## config.mk

```make
export PLATFORM = sky130hd
export DESIGN_NAME = time_window_breakout_trigger
export DESIGN_NICKNAME = d
export VERILOG_FILES = /design/src/design/twbt_pkg.sv /design/src/design/twbt_ram.sv /design/src/design/time_window_breakout_trigger.sv
export SDC_FILE = /design/constraint.sdc
export NUM_CORES = 2
export LEC_CHECK = 0
export BUFFER_PORTS_ARGS = -buffer_cell sky130_fd_sc_hd__buf_2
export CELL_PAD_IN_SITES_DETAIL_PLACEMENT = 0
export CELL_PAD_IN_SITES_GLOBAL_PLACEMENT = 1
export CORE_MARGIN = 2
export CORE_UTILIZATION = 30
export CTS_BUF_LIST = sky130_fd_sc_hd__clkbuf_8
export DETAILED_ROUTE_END_ITERATION = 7
export GPL_ROUTABILITY_DRIVEN = 0
export GPL_TIMING_DRIVEN = 0
export PLACE_DENSITY = 0.49
export SYNTH_ARGS = -nofsm -noshare
export SYNTH_HDL_FRONTEND = slang
export SYNTH_SLANG_ARGS = --single-unit
```

## constraint.sdc

```tcl
create_clock -name clock -period 18.3 [get_ports clock]
set_clock_uncertainty 0.15 [all_clocks]
set_input_delay 0 -clock clock [delete_from_list [all_inputs] [get_ports clock]]
set_output_delay 0 -clock clock [all_outputs]
set_load 0.01 [all_outputs]
```

## src/design/twbt_pkg.sv

```systemverilog
package twbt_pkg;

   localparam int TIME_BITS  = 27;
   localparam int PRICE_BITS = 24;
   localparam int INSTR_BITS = 32;
   localparam int WSEC_BITS  = 12;
   localparam int LIMIT_W    = 22;
   localparam int CSR_IDX_W  = 2;
   localparam int CSR_DATA_W = 32;

   localparam int DEFAULT_WINDOW_DEPTH = 64;

   localparam logic [LIMIT_W-1:0] MS_PER_SEC = LIMIT_W'(1000);

   localparam logic OP_TICK  = 1'b0;
   localparam logic OP_REARM = 1'b1;

   localparam logic [CSR_IDX_W-1:0] CSR_INSTRUMENT = 2'd0;
   localparam logic [CSR_IDX_W-1:0] CSR_WINDOW     = 2'd1;
   localparam logic [CSR_IDX_W-1:0] CSR_TRIGGER    = 2'd2;

   localparam logic [INSTR_BITS-1:0] RST_INSTRUMENT = '0;
   localparam logic [WSEC_BITS-1:0]  RST_WINDOW     = WSEC_BITS'(60);
   localparam logic [PRICE_BITS-1:0] RST_TRIGGER    = PRICE_BITS'(100);

   typedef struct packed {
      logic                  op;
      logic [INSTR_BITS-1:0] tick_instrument;
      logic [TIME_BITS-1:0]  tick_time_ms;
      logic [PRICE_BITS-1:0] last_price;
   } req_type;

   typedef struct packed {
      logic                  order_fire;
      logic                  order_is_sell;
      logic [PRICE_BITS-1:0] order_price;
      logic                  window_dropped;
   } rsp_type;

endpackage

```

## src/design/twbt_ram.sv

```systemverilog
module twbt_ram #(
   parameter int WIDTH = 8,
   parameter int DEPTH = 64,
   localparam int ADDR_W = (DEPTH > 1) ? $clog2(DEPTH) : 1
) (
   input  logic              clock,
   input  logic              wr_en,
   input  logic [ADDR_W-1:0] wr_addr,
   input  logic [WIDTH-1:0]  wr_data,
   input  logic              rd_en,
   input  logic [ADDR_W-1:0] rd_addr,
   output logic [WIDTH-1:0]  rd_data
);

   logic [WIDTH-1:0] mem_ff [DEPTH];
   logic [WIDTH-1:0] rd_data_ff;

   always_ff @(posedge clock) begin
      if (wr_en) begin
         mem_ff[wr_addr] <= wr_data;
      end
      if (rd_en) begin
         rd_data_ff <= mem_ff[rd_addr];
      end
   end

   assign rd_data = rd_data_ff;

endmodule

```

## src/design/time_window_breakout_trigger.sv

```systemverilog
// sequence: a rearm or a foreign tick goes straight to the result; otherwise evict and search
//   over the window reads, place the tick (no shift on an overwrite), shift the newer entries up,
//   scan the entries after insertion (none while latched), and load the result
// one transaction at a time over the window ram with one read and one write port, the next one
//   taken the cycle after the result is loaded; reset: synchronous, empty window, no order latched
module time_window_breakout_trigger #(
   parameter int WINDOW_DEPTH = twbt_pkg::DEFAULT_WINDOW_DEPTH
) (
   input  logic                                clock,
   input  logic                                reset,
   input  logic                                req_valid,
   output logic                                req_stall,
   input  twbt_pkg::req_type                   req_data,
   output logic                                rsp_valid,
   input  logic                                rsp_stall,
   output twbt_pkg::rsp_type                   rsp_data,
   input  logic                                csr_valid,
   output logic                                csr_ready,
   input  logic [twbt_pkg::CSR_IDX_W-1:0]      csr_index,
   input  logic [twbt_pkg::CSR_DATA_W-1:0]     csr_wdata
);

   import twbt_pkg::*;

   localparam int IDX_W   = $clog2(WINDOW_DEPTH);
   localparam int CNT_W   = $clog2(WINDOW_DEPTH + 1);
   localparam int ENTRY_W = TIME_BITS + PRICE_BITS;

   localparam logic [CNT_W-1:0] DEPTH_C = CNT_W'(WINDOW_DEPTH);
   localparam logic [CNT_W:0]   DEPTH_S = (CNT_W + 1)'(WINDOW_DEPTH);
   localparam logic [IDX_W-1:0] LAST_IDX = IDX_W'(WINDOW_DEPTH - 1);

   localparam logic [2:0] ST_IDLE   = 3'd0;
   localparam logic [2:0] ST_FIND   = 3'd1;
   localparam logic [2:0] ST_DECIDE = 3'd2;
   localparam logic [2:0] ST_PREP   = 3'd3;
   localparam logic [2:0] ST_SHIFT  = 3'd4;
   localparam logic [2:0] ST_SCAN   = 3'd5;
   localparam logic [2:0] ST_DONE   = 3'd6;

   function automatic logic [IDX_W-1:0] ring_inc(input logic [IDX_W-1:0] p);
      return (p == LAST_IDX) ? '0 : p + IDX_W'(1);
   endfunction

   function automatic logic [IDX_W-1:0] ring_dec(input logic [IDX_W-1:0] p);
      return (p == '0) ? LAST_IDX : p - IDX_W'(1);
   endfunction

   function automatic logic [IDX_W-1:0] ring_add(input logic [IDX_W-1:0] base,
                                                 input logic [CNT_W-1:0] off);
      logic [CNT_W:0] s;
      s = (CNT_W + 1)'(base) + (CNT_W + 1)'(off);
      if (s >= DEPTH_S) begin
         s = s - DEPTH_S;
      end
      return s[IDX_W-1:0];
   endfunction

   logic [2:0]            state_ff, state_in;
   logic [INSTR_BITS-1:0] inst_ff, inst_in;
   logic [WSEC_BITS-1:0]  wsec_ff, wsec_in;
   logic [PRICE_BITS-1:0] delta_ff, delta_in;
   logic [TIME_BITS-1:0]  now_ff, now_in;
   logic [PRICE_BITS-1:0] price_ff, price_in;
   logic [LIMIT_W-1:0]    limit_ff, limit_in;
   logic [IDX_W-1:0]      head_ff, head_in;
   logic [CNT_W-1:0]      count_ff, count_in;
   logic                  latched_ff, latched_in;
   logic [CNT_W-1:0]      rem_ff, rem_in;
   logic [IDX_W-1:0]      iss_addr_ff, iss_addr_in;
   logic                  dat_vld_ff, dat_vld_in;
   logic [IDX_W-1:0]      dat_addr_ff, dat_addr_in;
   logic                  evict_ff, evict_in;
   logic [CNT_W-1:0]      pos_ff, pos_in;
   logic                  match_ff, match_in;
   logic [IDX_W-1:0]      match_addr_ff, match_addr_in;
   logic [IDX_W-1:0]      wr_ptr_ff, wr_ptr_in;
   logic [PRICE_BITS-1:0] low_ff, low_in;
   logic [PRICE_BITS-1:0] high_ff, high_in;
   logic                  res_fire_ff, res_fire_in;
   logic                  res_sell_ff, res_sell_in;
   logic                  res_drop_ff, res_drop_in;
   logic                  rsp_valid_ff, rsp_valid_in;
   rsp_type               rsp_data_ff, rsp_data_in;

   logic                  req_accept;
   logic                  rsp_load;
   logic                  rd_issue;
   logic                  step_done;

   logic                  ram_wr_en;
   logic [IDX_W-1:0]      ram_wr_addr;
   logic [ENTRY_W-1:0]    ram_wr_data;
   logic                  ram_rd_en;
   logic [ENTRY_W-1:0]    ram_rd_data;

   logic [TIME_BITS-1:0]  rd_time;
   logic [PRICE_BITS-1:0] rd_price;
   logic [TIME_BITS:0]    age;
   logic                  too_old;
   logic [PRICE_BITS:0]   diff_low;
   logic [PRICE_BITS:0]   diff_high;
   logic                  fire_buy;
   logic                  fire_sell;

   twbt_ram #(
      .WIDTH (ENTRY_W),
      .DEPTH (WINDOW_DEPTH)
   ) u_window (
      .clock   (clock),
      .wr_en   (ram_wr_en),
      .wr_addr (ram_wr_addr),
      .wr_data (ram_wr_data),
      .rd_en   (ram_rd_en),
      .rd_addr (iss_addr_ff),
      .rd_data (ram_rd_data)
   );

   assign req_stall  = (state_ff != ST_IDLE);
   assign req_accept = req_valid && !req_stall;
   assign csr_ready  = 1'b1;
   assign rsp_valid  = rsp_valid_ff;
   assign rsp_data   = rsp_data_ff;

   assign rd_time  = ram_rd_data[ENTRY_W-1:PRICE_BITS];
   assign rd_price = ram_rd_data[PRICE_BITS-1:0];

   // signed age, so entries newer than the tick never count as old
   assign age     = {1'b0, now_ff} - {1'b0, rd_time};
   assign too_old = !age[TIME_BITS] && (age[TIME_BITS-1:0] > TIME_BITS'(limit_ff));

   // compare against the old extremes: a new extreme gives a zero move
   assign diff_low  = {1'b0, rd_price} - {1'b0, low_ff};
   assign diff_high = {1'b0, high_ff} - {1'b0, rd_price};
   assign fire_buy  = !diff_low[PRICE_BITS] && (diff_low[PRICE_BITS-1:0] > delta_ff);
   assign fire_sell = !diff_high[PRICE_BITS] && (diff_high[PRICE_BITS-1:0] > delta_ff);

   always_comb begin
      state_in      = state_ff;
      inst_in       = inst_ff;
      wsec_in       = wsec_ff;
      delta_in      = delta_ff;
      now_in        = now_ff;
      price_in      = price_ff;
      limit_in      = limit_ff;
      head_in       = head_ff;
      count_in      = count_ff;
      latched_in    = latched_ff;
      rem_in        = rem_ff;
      iss_addr_in   = iss_addr_ff;
      dat_addr_in   = iss_addr_ff;
      evict_in      = evict_ff;
      pos_in        = pos_ff;
      match_in      = match_ff;
      match_addr_in = match_addr_ff;
      wr_ptr_in     = wr_ptr_ff;
      low_in        = low_ff;
      high_in       = high_ff;
      res_fire_in   = res_fire_ff;
      res_sell_in   = res_sell_ff;
      res_drop_in   = res_drop_ff;
      rd_issue      = 1'b0;
      step_done     = 1'b0;
      dat_vld_in    = 1'b0;
      ram_rd_en     = 1'b0;
      ram_wr_en     = 1'b0;
      ram_wr_addr   = wr_ptr_ff;
      ram_wr_data   = {now_ff, price_ff};

      if (csr_valid && csr_ready) begin
         case (csr_index)
            CSR_INSTRUMENT: inst_in  = csr_wdata[INSTR_BITS-1:0];
            CSR_WINDOW:     wsec_in  = csr_wdata[WSEC_BITS-1:0];
            CSR_TRIGGER:    delta_in = csr_wdata[PRICE_BITS-1:0];
            default: ;
         endcase
      end

      case (state_ff)
         ST_IDLE: begin
            if (req_accept) begin
               res_fire_in = 1'b0;
               res_sell_in = 1'b0;
               res_drop_in = 1'b0;
               now_in      = req_data.tick_time_ms;
               price_in    = req_data.last_price;
               limit_in    = LIMIT_W'(wsec_ff) * MS_PER_SEC;
               if (req_data.op == OP_REARM) begin
                  latched_in = 1'b0;
                  head_in    = '0;
                  count_in   = '0;
                  state_in   = ST_DONE;
               end else if (req_data.tick_instrument != inst_ff) begin
                  state_in = ST_DONE;
               end else begin
                  rem_in      = count_ff;
                  iss_addr_in = head_ff;
                  evict_in    = 1'b1;
                  pos_in      = '0;
                  match_in    = 1'b0;
                  state_in    = ST_FIND;
               end
            end
         end

         // evict the old prefix, then look for the insertion point
         ST_FIND: begin
            rd_issue  = (rem_ff != '0);
            ram_rd_en = rd_issue;
            if (rd_issue) begin
               rem_in      = rem_ff - CNT_W'(1);
               iss_addr_in = ring_inc(iss_addr_ff);
            end
            if (dat_vld_ff) begin
               if (evict_ff && too_old) begin
                  head_in  = ring_inc(head_ff);
                  count_in = count_ff - CNT_W'(1);
               end else begin
                  evict_in = 1'b0;
                  if (rd_time < now_ff) begin
                     pos_in = pos_ff + CNT_W'(1);
                  end else begin
                     step_done     = 1'b1;
                     match_in      = (rd_time == now_ff);
                     match_addr_in = dat_addr_ff;
                  end
               end
            end else if (!rd_issue) begin
               step_done = 1'b1;
            end
            dat_vld_in = rd_issue && !step_done;
            if (step_done) begin
               state_in = ST_DECIDE;
            end
         end

         ST_DECIDE: begin
            if (match_ff) begin
               ram_wr_en   = 1'b1;
               ram_wr_addr = match_addr_ff;
               if (latched_ff) begin
                  state_in = ST_DONE;
               end else begin
                  rem_in      = count_ff;
                  iss_addr_in = head_ff;
                  low_in      = '1;
                  high_in     = '0;
                  state_in    = ST_SCAN;
               end
            end else begin
               if (count_ff == DEPTH_C) begin
                  head_in     = ring_inc(head_ff);
                  count_in    = count_ff - CNT_W'(1);
                  pos_in      = (pos_ff != '0) ? pos_ff - CNT_W'(1) : pos_ff;
                  res_drop_in = 1'b1;
               end
               state_in = ST_PREP;
            end
         end

         ST_PREP: begin
            wr_ptr_in   = ring_add(head_ff, count_ff);
            iss_addr_in = ring_dec(ring_add(head_ff, count_ff));
            rem_in      = count_ff - pos_ff;
            state_in    = ST_SHIFT;
         end

         // move the newer entries up by one, newest first
         ST_SHIFT: begin
            rd_issue   = (rem_ff != '0);
            ram_rd_en  = rd_issue;
            dat_vld_in = rd_issue;
            if (rd_issue) begin
               rem_in      = rem_ff - CNT_W'(1);
               iss_addr_in = ring_dec(iss_addr_ff);
            end
            if (dat_vld_ff) begin
               ram_wr_en   = 1'b1;
               ram_wr_data = ram_rd_data;
               wr_ptr_in   = ring_dec(wr_ptr_ff);
            end else if (!rd_issue) begin
               ram_wr_en = 1'b1;
               count_in  = count_ff + CNT_W'(1);
               if (latched_ff) begin
                  state_in = ST_DONE;
               end else begin
                  rem_in      = count_ff + CNT_W'(1);
                  iss_addr_in = head_ff;
                  low_in      = '1;
                  high_in     = '0;
                  state_in    = ST_SCAN;
               end
            end
         end

         ST_SCAN: begin
            rd_issue  = (rem_ff != '0);
            ram_rd_en = rd_issue;
            if (rd_issue) begin
               rem_in      = rem_ff - CNT_W'(1);
               iss_addr_in = ring_inc(iss_addr_ff);
            end
            if (dat_vld_ff) begin
               low_in  = diff_low[PRICE_BITS] ? rd_price : low_ff;
               high_in = diff_high[PRICE_BITS] ? rd_price : high_ff;
               if (fire_buy || fire_sell) begin
                  step_done   = 1'b1;
                  latched_in  = 1'b1;
                  res_fire_in = 1'b1;
                  res_sell_in = !fire_buy;
               end
            end else if (!rd_issue) begin
               step_done = 1'b1;
            end
            dat_vld_in = rd_issue && !step_done;
            if (step_done) begin
               state_in = ST_DONE;
            end
         end

         ST_DONE: begin
            if (!rsp_valid_ff || !rsp_stall) begin
               state_in = ST_IDLE;
            end
         end

         default: begin
            state_in = ST_IDLE;
         end
      endcase
   end

   // result register parts the two sides
   always_comb begin
      rsp_load     = (state_ff == ST_DONE) && (!rsp_valid_ff || !rsp_stall);
      rsp_valid_in = rsp_load || (rsp_valid_ff && rsp_stall);
      rsp_data_in  = rsp_data_ff;
      if (rsp_load) begin
         rsp_data_in.order_fire     = res_fire_ff;
         rsp_data_in.order_is_sell  = res_sell_ff;
         rsp_data_in.order_price    = res_fire_ff ? price_ff : '0;
         rsp_data_in.window_dropped = res_drop_ff;
      end
   end

   always_ff @(posedge clock) begin
      if (reset) begin
         state_ff     <= ST_IDLE;
         inst_ff      <= RST_INSTRUMENT;
         wsec_ff      <= RST_WINDOW;
         delta_ff     <= RST_TRIGGER;
         head_ff      <= '0;
         count_ff     <= '0;
         latched_ff   <= 1'b0;
         dat_vld_ff   <= 1'b0;
         rsp_valid_ff <= 1'b0;
      end else begin
         state_ff     <= state_in;
         inst_ff      <= inst_in;
         wsec_ff      <= wsec_in;
         delta_ff     <= delta_in;
         head_ff      <= head_in;
         count_ff     <= count_in;
         latched_ff   <= latched_in;
         dat_vld_ff   <= dat_vld_in;
         rsp_valid_ff <= rsp_valid_in;
      end
   end

   always_ff @(posedge clock) begin
      now_ff        <= now_in;
      price_ff      <= price_in;
      limit_ff      <= limit_in;
      rem_ff        <= rem_in;
      iss_addr_ff   <= iss_addr_in;
      dat_addr_ff   <= dat_addr_in;
      evict_ff      <= evict_in;
      pos_ff        <= pos_in;
      match_ff      <= match_in;
      match_addr_ff <= match_addr_in;
      wr_ptr_ff     <= wr_ptr_in;
      low_ff        <= low_in;
      high_ff       <= high_in;
      res_fire_ff   <= res_fire_in;
      res_sell_ff   <= res_sell_in;
      res_drop_ff   <= res_drop_in;
      rsp_data_ff   <= rsp_data_in;
   end

   a_count_bound: assert property (@(posedge clock) disable iff (reset)
      count_ff <= DEPTH_C)
      else $error("window fill beyond depth");

   a_accept_busy: assert property (@(posedge clock) disable iff (reset)
      req_accept |=> state_ff != ST_IDLE)
      else $error("accepted transaction did not start");

   a_fire_latched: assert property (@(posedge clock) disable iff (reset)
      rsp_load && res_fire_ff |-> latched_ff)
      else $error("order result without latch");

   a_wr_addr: assert property (@(posedge clock) disable iff (reset)
      ram_wr_en |-> ram_wr_addr <= LAST_IDX)
      else $error("window write outside ring");

   a_pos_bound: assert property (@(posedge clock) disable iff (reset)
      state_ff == ST_PREP |-> pos_ff <= count_ff)
      else $error("insertion point past window fill");

endmodule
```

==> report_table.html <==
<table>
<tr><th>Metric</th><th>Value</th></tr>
<tr><th colspan="2">Finish</th></tr>
<tr><td>Commonest cells after routing, fill and taps aside</td><td>sky130_fd_sc_hd__edfxtp_1 (3497), sky130_fd_sc_hd__mux4_2 (1050), sky130_fd_sc_hd__clkbuf_8 (646)</td></tr>
<tr><td>Number of inserted filler cells in the final layout</td><td>44900</td></tr>
<tr><td>Finished Core Util</td><td>35.9%</td></tr>
<tr><td>Leading cell type in the layout, fill and taps excluded</td><td>sky130_fd_sc_hd__edfxtp_1</td></tr>
<tr><td>Ratio of cells with drive above 1 in the final layout</td><td>27.3%</td></tr>
<tr><td>Multi-input logic area</td><td>0.0367 sq mm</td></tr>
<tr><td>Area growth, synth to finish</td><td>19.3%</td></tr>
<tr><td>Number of standard cells in the layout, taps in and fillers out</td><td>15100</td></tr>
<tr><td>FF+latch area</td><td>0.107 sq mm</td></tr>
<tr><td>Count of nets after finishing</td><td>8605</td></tr>
<tr><th colspan="2">Die</th></tr>
<tr><td>I/O pins</td><td>153</td></tr>
<tr><td>DIE AREA</td><td>0.489 sq mm</td></tr>
<tr><td>Core outline area</td><td>0.482 sq mm</td></tr>
<tr><td>Vertical extent of the die</td><td>699 um</td></tr>
<tr><td>Number of rows in the core area</td><td>255</td></tr>
<tr><td>Die extent in x</td><td>699 um</td></tr>
<tr><td>Initial core utilization</td><td>30.1%</td></tr>
<tr><th colspan="2">Yosys</th></tr>
<tr><td>Area of the mapped netlist</td><td>0.145 sq mm</td></tr>
<tr><td>Proportion of synthesized chip area in sequential cells</td><td>73.7%</td></tr>
<tr><td>Area share of the leading cell type in the synthesized netlist</td><td>72.4%</td></tr>
<tr><td>Post-synthesis instance total</td><td>6944</td></tr>
<tr><td>Synthesis-stage register bit count</td><td>3590</td></tr>
<tr><td>Share of synthesized flip-flops with an asynchronous set or reset</td><td>0%</td></tr>
<tr><td>Number of nets in the synthesized netlist</td><td>7325</td></tr>
<tr><td>Warnings from Yosys</td><td>0</td></tr>
<tr><td>Number of distinct standard cells referenced by the synthesized netlist</td><td>86</td></tr>
<tr><td>Avg Cell Area, Syn</td><td>20.9 sq um</td></tr>
<tr><td>Library cell occupying the most area in the post-synthesis netlist</td><td>sky130_fd_sc_hd__edfxtp_1</td></tr>
<tr><td>Top cells by area in the synthesized netlist</td><td>sky130_fd_sc_hd__edfxtp_1 (72%), sky130_fd_sc_hd__mux4_2 (16%), sky130_fd_sc_hd__ha_1 (1.8%)</td></tr>
<tr><td>Main flop type after synthesis</td><td>sky130_fd_sc_hd__edfxtp_1</td></tr>
<tr><td>Number of enable flip-flop cells after synthesis</td><td>3497</td></tr>
<tr><th colspan="2">Power and ir drop</th></tr>
<tr><td>Relative contribution of sequential cells to total power</td><td>38.7%</td></tr>
<tr><td>P_sw</td><td>9.70 mW</td></tr>
<tr><td>Combinational share of power</td><td>36.1%</td></tr>
<tr><td>Total power draw</td><td>26.8 mW</td></tr>
<tr><td>Power share of the clock group</td><td>25.2%</td></tr>
<tr><td>Worst supply voltage drop on vdd</td><td>112 uV</td></tr>
<tr><td>Power density cells</td><td>155 mW/mm^2</td></tr>
<tr><td>Pint</td><td>17.1 mW</td></tr>
<tr><td>Net switching share of the total power</td><td>36.2%</td></tr>
<tr><td>Leakage power of the design</td><td>55.8 nW</td></tr>
<tr><th colspan="2">Worst setup path</th></tr>
<tr><td>Worst path most repeated cell</td><td>sky130_fd_sc_hd__o21ai_0</td></tr>
<tr><td>Slack of the worst reg-to-reg path</td><td>10760 ps</td></tr>
<tr><td>Setup crit end kind</td><td>flop</td></tr>
<tr><td>Slowest library cell on the worst path</td><td>sky130_fd_sc_hd__nor3_1</td></tr>
<tr><td>Crit. Startpoint</td><td>now_ff[0]</td></tr>
<tr><td>Critical path's largest stage delay</td><td>1010 ps</td></tr>
<tr><td>Bufs and invs on worst path</td><td>2</td></tr>
<tr><td>Cells along the critical path</td><td>inv_1 -&gt; ha_1 -&gt; inv_1 -&gt; fa_1 -&gt; nand3_1 -&gt; a21oi_1 -&gt; nor3_2 -&gt; nor2b_1 -&gt; o21ai_0 -&gt; a21boi_0 -&gt; o21ai_0 -&gt; nand2b_1 -&gt; a21o_1 -&gt; a21oi_1 -&gt; xnor2_1 -&gt; ha_1 -&gt; nand2_1 -&gt; or4_1 -&gt; o22ai_1 -&gt; a31oi_1 -&gt; a2111oi_2 -&gt; o221a_4 -&gt; o21ai_0 -&gt; nor3_1</td></tr>
<tr><td>Family with the most delay on the worst path</td><td>simple AND/OR/NAND/NOR gates</td></tr>
<tr><td>Capturing point of the worst reg2reg path</td><td>match_addr_ff[0]</td></tr>
<tr><td>Worst setup path category</td><td>flop to flop</td></tr>
<tr><td>Max Fanout on Critical Path</td><td>6</td></tr>
<tr><td>Worst reg-to-reg path cell count</td><td>24</td></tr>
<tr><td>Worst setup path end</td><td>match_addr_ff[0]</td></tr>
<tr><td>CP startpoint kind</td><td>flop</td></tr>
<tr><td>WP data required</td><td>18910 ps</td></tr>
<tr><td>WP depth</td><td>24</td></tr>
<tr><td>Endpoint arrival time on the critical path</td><td>8150 ps</td></tr>
<tr><td>Worst R2R Start</td><td>now_ff[0]</td></tr>
<tr><th colspan="2">Timing</th></tr>
<tr><td>Post-layout min period</td><td>7540 ps</td></tr>
<tr><td>Normalized max-slew margin</td><td>-0.277%</td></tr>
<tr><td>Slew at the pin closest to its max-slew limit</td><td>1500 ps</td></tr>
<tr><td>TNS Setup</td><td>0 ps</td></tr>
<tr><td>Final max-slew violation count</td><td>10</td></tr>
<tr><td>Share of the clock period used by the worst path</td><td>41.2%</td></tr>
<tr><td>Final WS setup</td><td>10760 ps</td></tr>
<tr><td>Total count of hold-check failures in the final report</td><td>0</td></tr>
<tr><td>Setup violations, final</td><td>0</td></tr>
<tr><td>Unrepaired setup endpoints after global routing</td><td>no</td></tr>
<tr><td>Maximum achievable frequency</td><td>133 MHz</td></tr>
<tr><th colspan="2">Clocking</th></tr>
<tr><td>Num CTS Buffers</td><td>620</td></tr>
<tr><td>Buffers from clock root to sink, at most</td><td>4</td></tr>
<tr><td>Post-cts gate resize count</td><td>0</td></tr>
<tr><td>Root cell of the clock tree</td><td>sky130_fd_sc_hd__clkbuf_8</td></tr>
<tr><td>CTS Sinks</td><td>3590</td></tr>
<tr><td>TritonCTS clock tree</td><td>yes</td></tr>
<tr><td>Htree depth</td><td>6</td></tr>
<tr><td>Clock slew seen by the registers of the worst setup and hold paths</td><td>60 ps</td></tr>
<tr><td>Number of buffers inserted by hold repair at cts</td><td>287</td></tr>
<tr><td>Post-CTS setup-driven buffer insertion count</td><td>0</td></tr>
<tr><td>Clock Latency Late Sink</td><td>1260 ps</td></tr>
<tr><th colspan="2">Detailed routing</th></tr>
<tr><td>First-pass detailed-route iteration total</td><td>6</td></tr>
<tr><td>Antenna viol nets, final</td><td>0</td></tr>
<tr><td>DRC viols</td><td>0</td></tr>
<tr><td>Initial detailed-routing violation count</td><td>8733</td></tr>
<tr><td>Routed WL</td><td>490000 um</td></tr>
<tr><td>Routed length per placed instance</td><td>32.4 um</td></tr>
<tr><td>Routed via count divided by cell count</td><td>5.10</td></tr>
<tr><td>Number of vias in the routed layout</td><td>77200</td></tr>
<tr><th colspan="2">Run</th></tr>
<tr><td>Max cap viols</td><td>2</td></tr>
<tr><th colspan="2">Placement</th></tr>
<tr><td>Placed Cells incl. Taps</td><td>13700</td></tr>
<tr><td>Placed wire-length estimate</td><td>335000 um</td></tr>
<tr><td>Worst setup slack after placement</td><td>11210 ps</td></tr>
<tr><td>Number of buffers inserted by port buffering</td><td>151</td></tr>
<tr><th colspan="2">Global routing</th></tr>
<tr><td>Number of antenna violations at the first check in global routing</td><td>38</td></tr>
<tr><td>Wire length of the first global-routing pass</td><td>663000 um</td></tr>
<tr><td>Remaining global-route overflow</td><td>0</td></tr>
<tr><td>Maximum number of pins on one net before global-route repair</td><td>65</td></tr>
<tr><td>Vias in the first global route</td><td>79800</td></tr>
<tr><td>Overall routing resource usage</td><td>19.7%</td></tr>
<tr><th colspan="2">Hold path</th></tr>
<tr><td>Min-Delay Path Class</td><td>input pin to flop</td></tr>
<tr><td>Hold-critical path depth</td><td>5</td></tr>
<tr><th colspan="2">Outcome</th></tr>
<tr><td>Violations in the final reports</td><td>capacitance limit, slew limit</td></tr>
<tr><td>Outcome</td><td>finished, violations left</td></tr>
</table>
-- worst min path at each step --
stage             startpoint      endpoint  slack [ps]
4_1_cts        csr_wdata[18]   inst_ff[18]           6
5_1_grt        csr_wdata[19]   inst_ff[19]          80
3_5_place_dp    req_data[22]  price_ff[22]          30
3_3_place_gp    req_data[10]  price_ff[10]          30
2_1_floorplan   req_data[24]     now_ff[0]         -50
6_report       csr_wdata[19]   inst_ff[19]         140
-- cells in the mapped netlist, drive strengths merged, types with 15 or more instances --
master  count
ha        214
nand3      43
nand4      29
nand2b     20
nor3       35
dfxtp      93
a211oi     32
nand2     276
xnor2      95
a21o       58
mux2       50
xor2       38
mux4     1050
o21ai      95
a21oi     207
and2       30
mux2i      27
buf       108
nor2      206
fa         44
clkbuf    208
edfxtp   3497
o31ai      15
nor2b      43
o21bai     16
inv       230
-- per-layer routing --
| metal | wire, um | up-vias | GRT usage, % |
|---|---|---|---|
| met5 | 42 | - | 0 |
| met4 | 15400 | 8 | 5.68 |
| met3 | 31900 | 667 | 3.62 |
| met2 | 232000 | 2864 | 32.0 |
| met1 | 211000 | 42300 | 26.9 |
| li1 | - | 31400 | - |
-- worst min-delay path, stage by stage --
cell                            delay (ps)
sky130_fd_sc_hd__dlygate4sd3_1         540
sky130_fd_sc_hd__buf_2                 130
sky130_fd_sc_hd__dlygate4sd3_1         590
sky130_fd_sc_hd__nand2_1                70
sky130_fd_sc_hd__a21oi_1                50
-- power by group through the flow --
stage | clock network (mW) | registers [mW] | logic, mW
2_1_floorplan | 0 | 10.3 | 5.74
3_3_place_gp | 0 | 10.6 | 9.51
3_5_place_dp | 0 | 10.5 | 9.75
4_1_cts | 6.93 | 10.4 | 9.83
5_1_grt | 7.27 | 10.4 | 10.3
6_report | 6.75 | 10.4 | 9.68
-- registers in the layout, summed over array words and instances (netlist names), 27 cells and up --
name and count:
inst_ff 32, now_ff 27, rsp_data 27, u_window.mem_ff 3264
u_window.rd_data 51
-- logic make-up after synthesis --
family | count (synthesis) | share of synthesized area (%)
DFF | 3590 | 73.7
muxes | 1127 | 16.9
and+or+nand+nor | 748 | 2.37
buffers and inverters | 546 | 1.44
AOI/OAI and AO/OA | 541 | 2.36
adders and majority gates | 258 | 2.45
xor gates and xnor gates | 133 | 0.803
other | 1 | 0.00259
-- stage by stage --
stage / hold slack, ps / cell area [sq um]
2_1_floorplan: -51.1 / 145000
3_3_place_gp: 29.8 / 154000
3_5_place_dp: 28.2 / 159000
4_1_cts: 5.53 / 173000
5_1_grt: 84.2 / 173000
6_report: 142 / 173000
-- layout make-up --
type | count | area share, %
repair buffers | 658 | 4.70
flip-flops and latches | 3590 | 61.8
clock buffers | 646 | 5.14
diodes | 10 | 0.0145
clock inverters | 455 | 1.28
plain buffers | 316 | 0.741
multi-input cells | 2808 | 21.2
well taps | 6425 | 4.65
inverters | 230 | 0.499
Note: power is estimated with default switching activity, not from simulation.
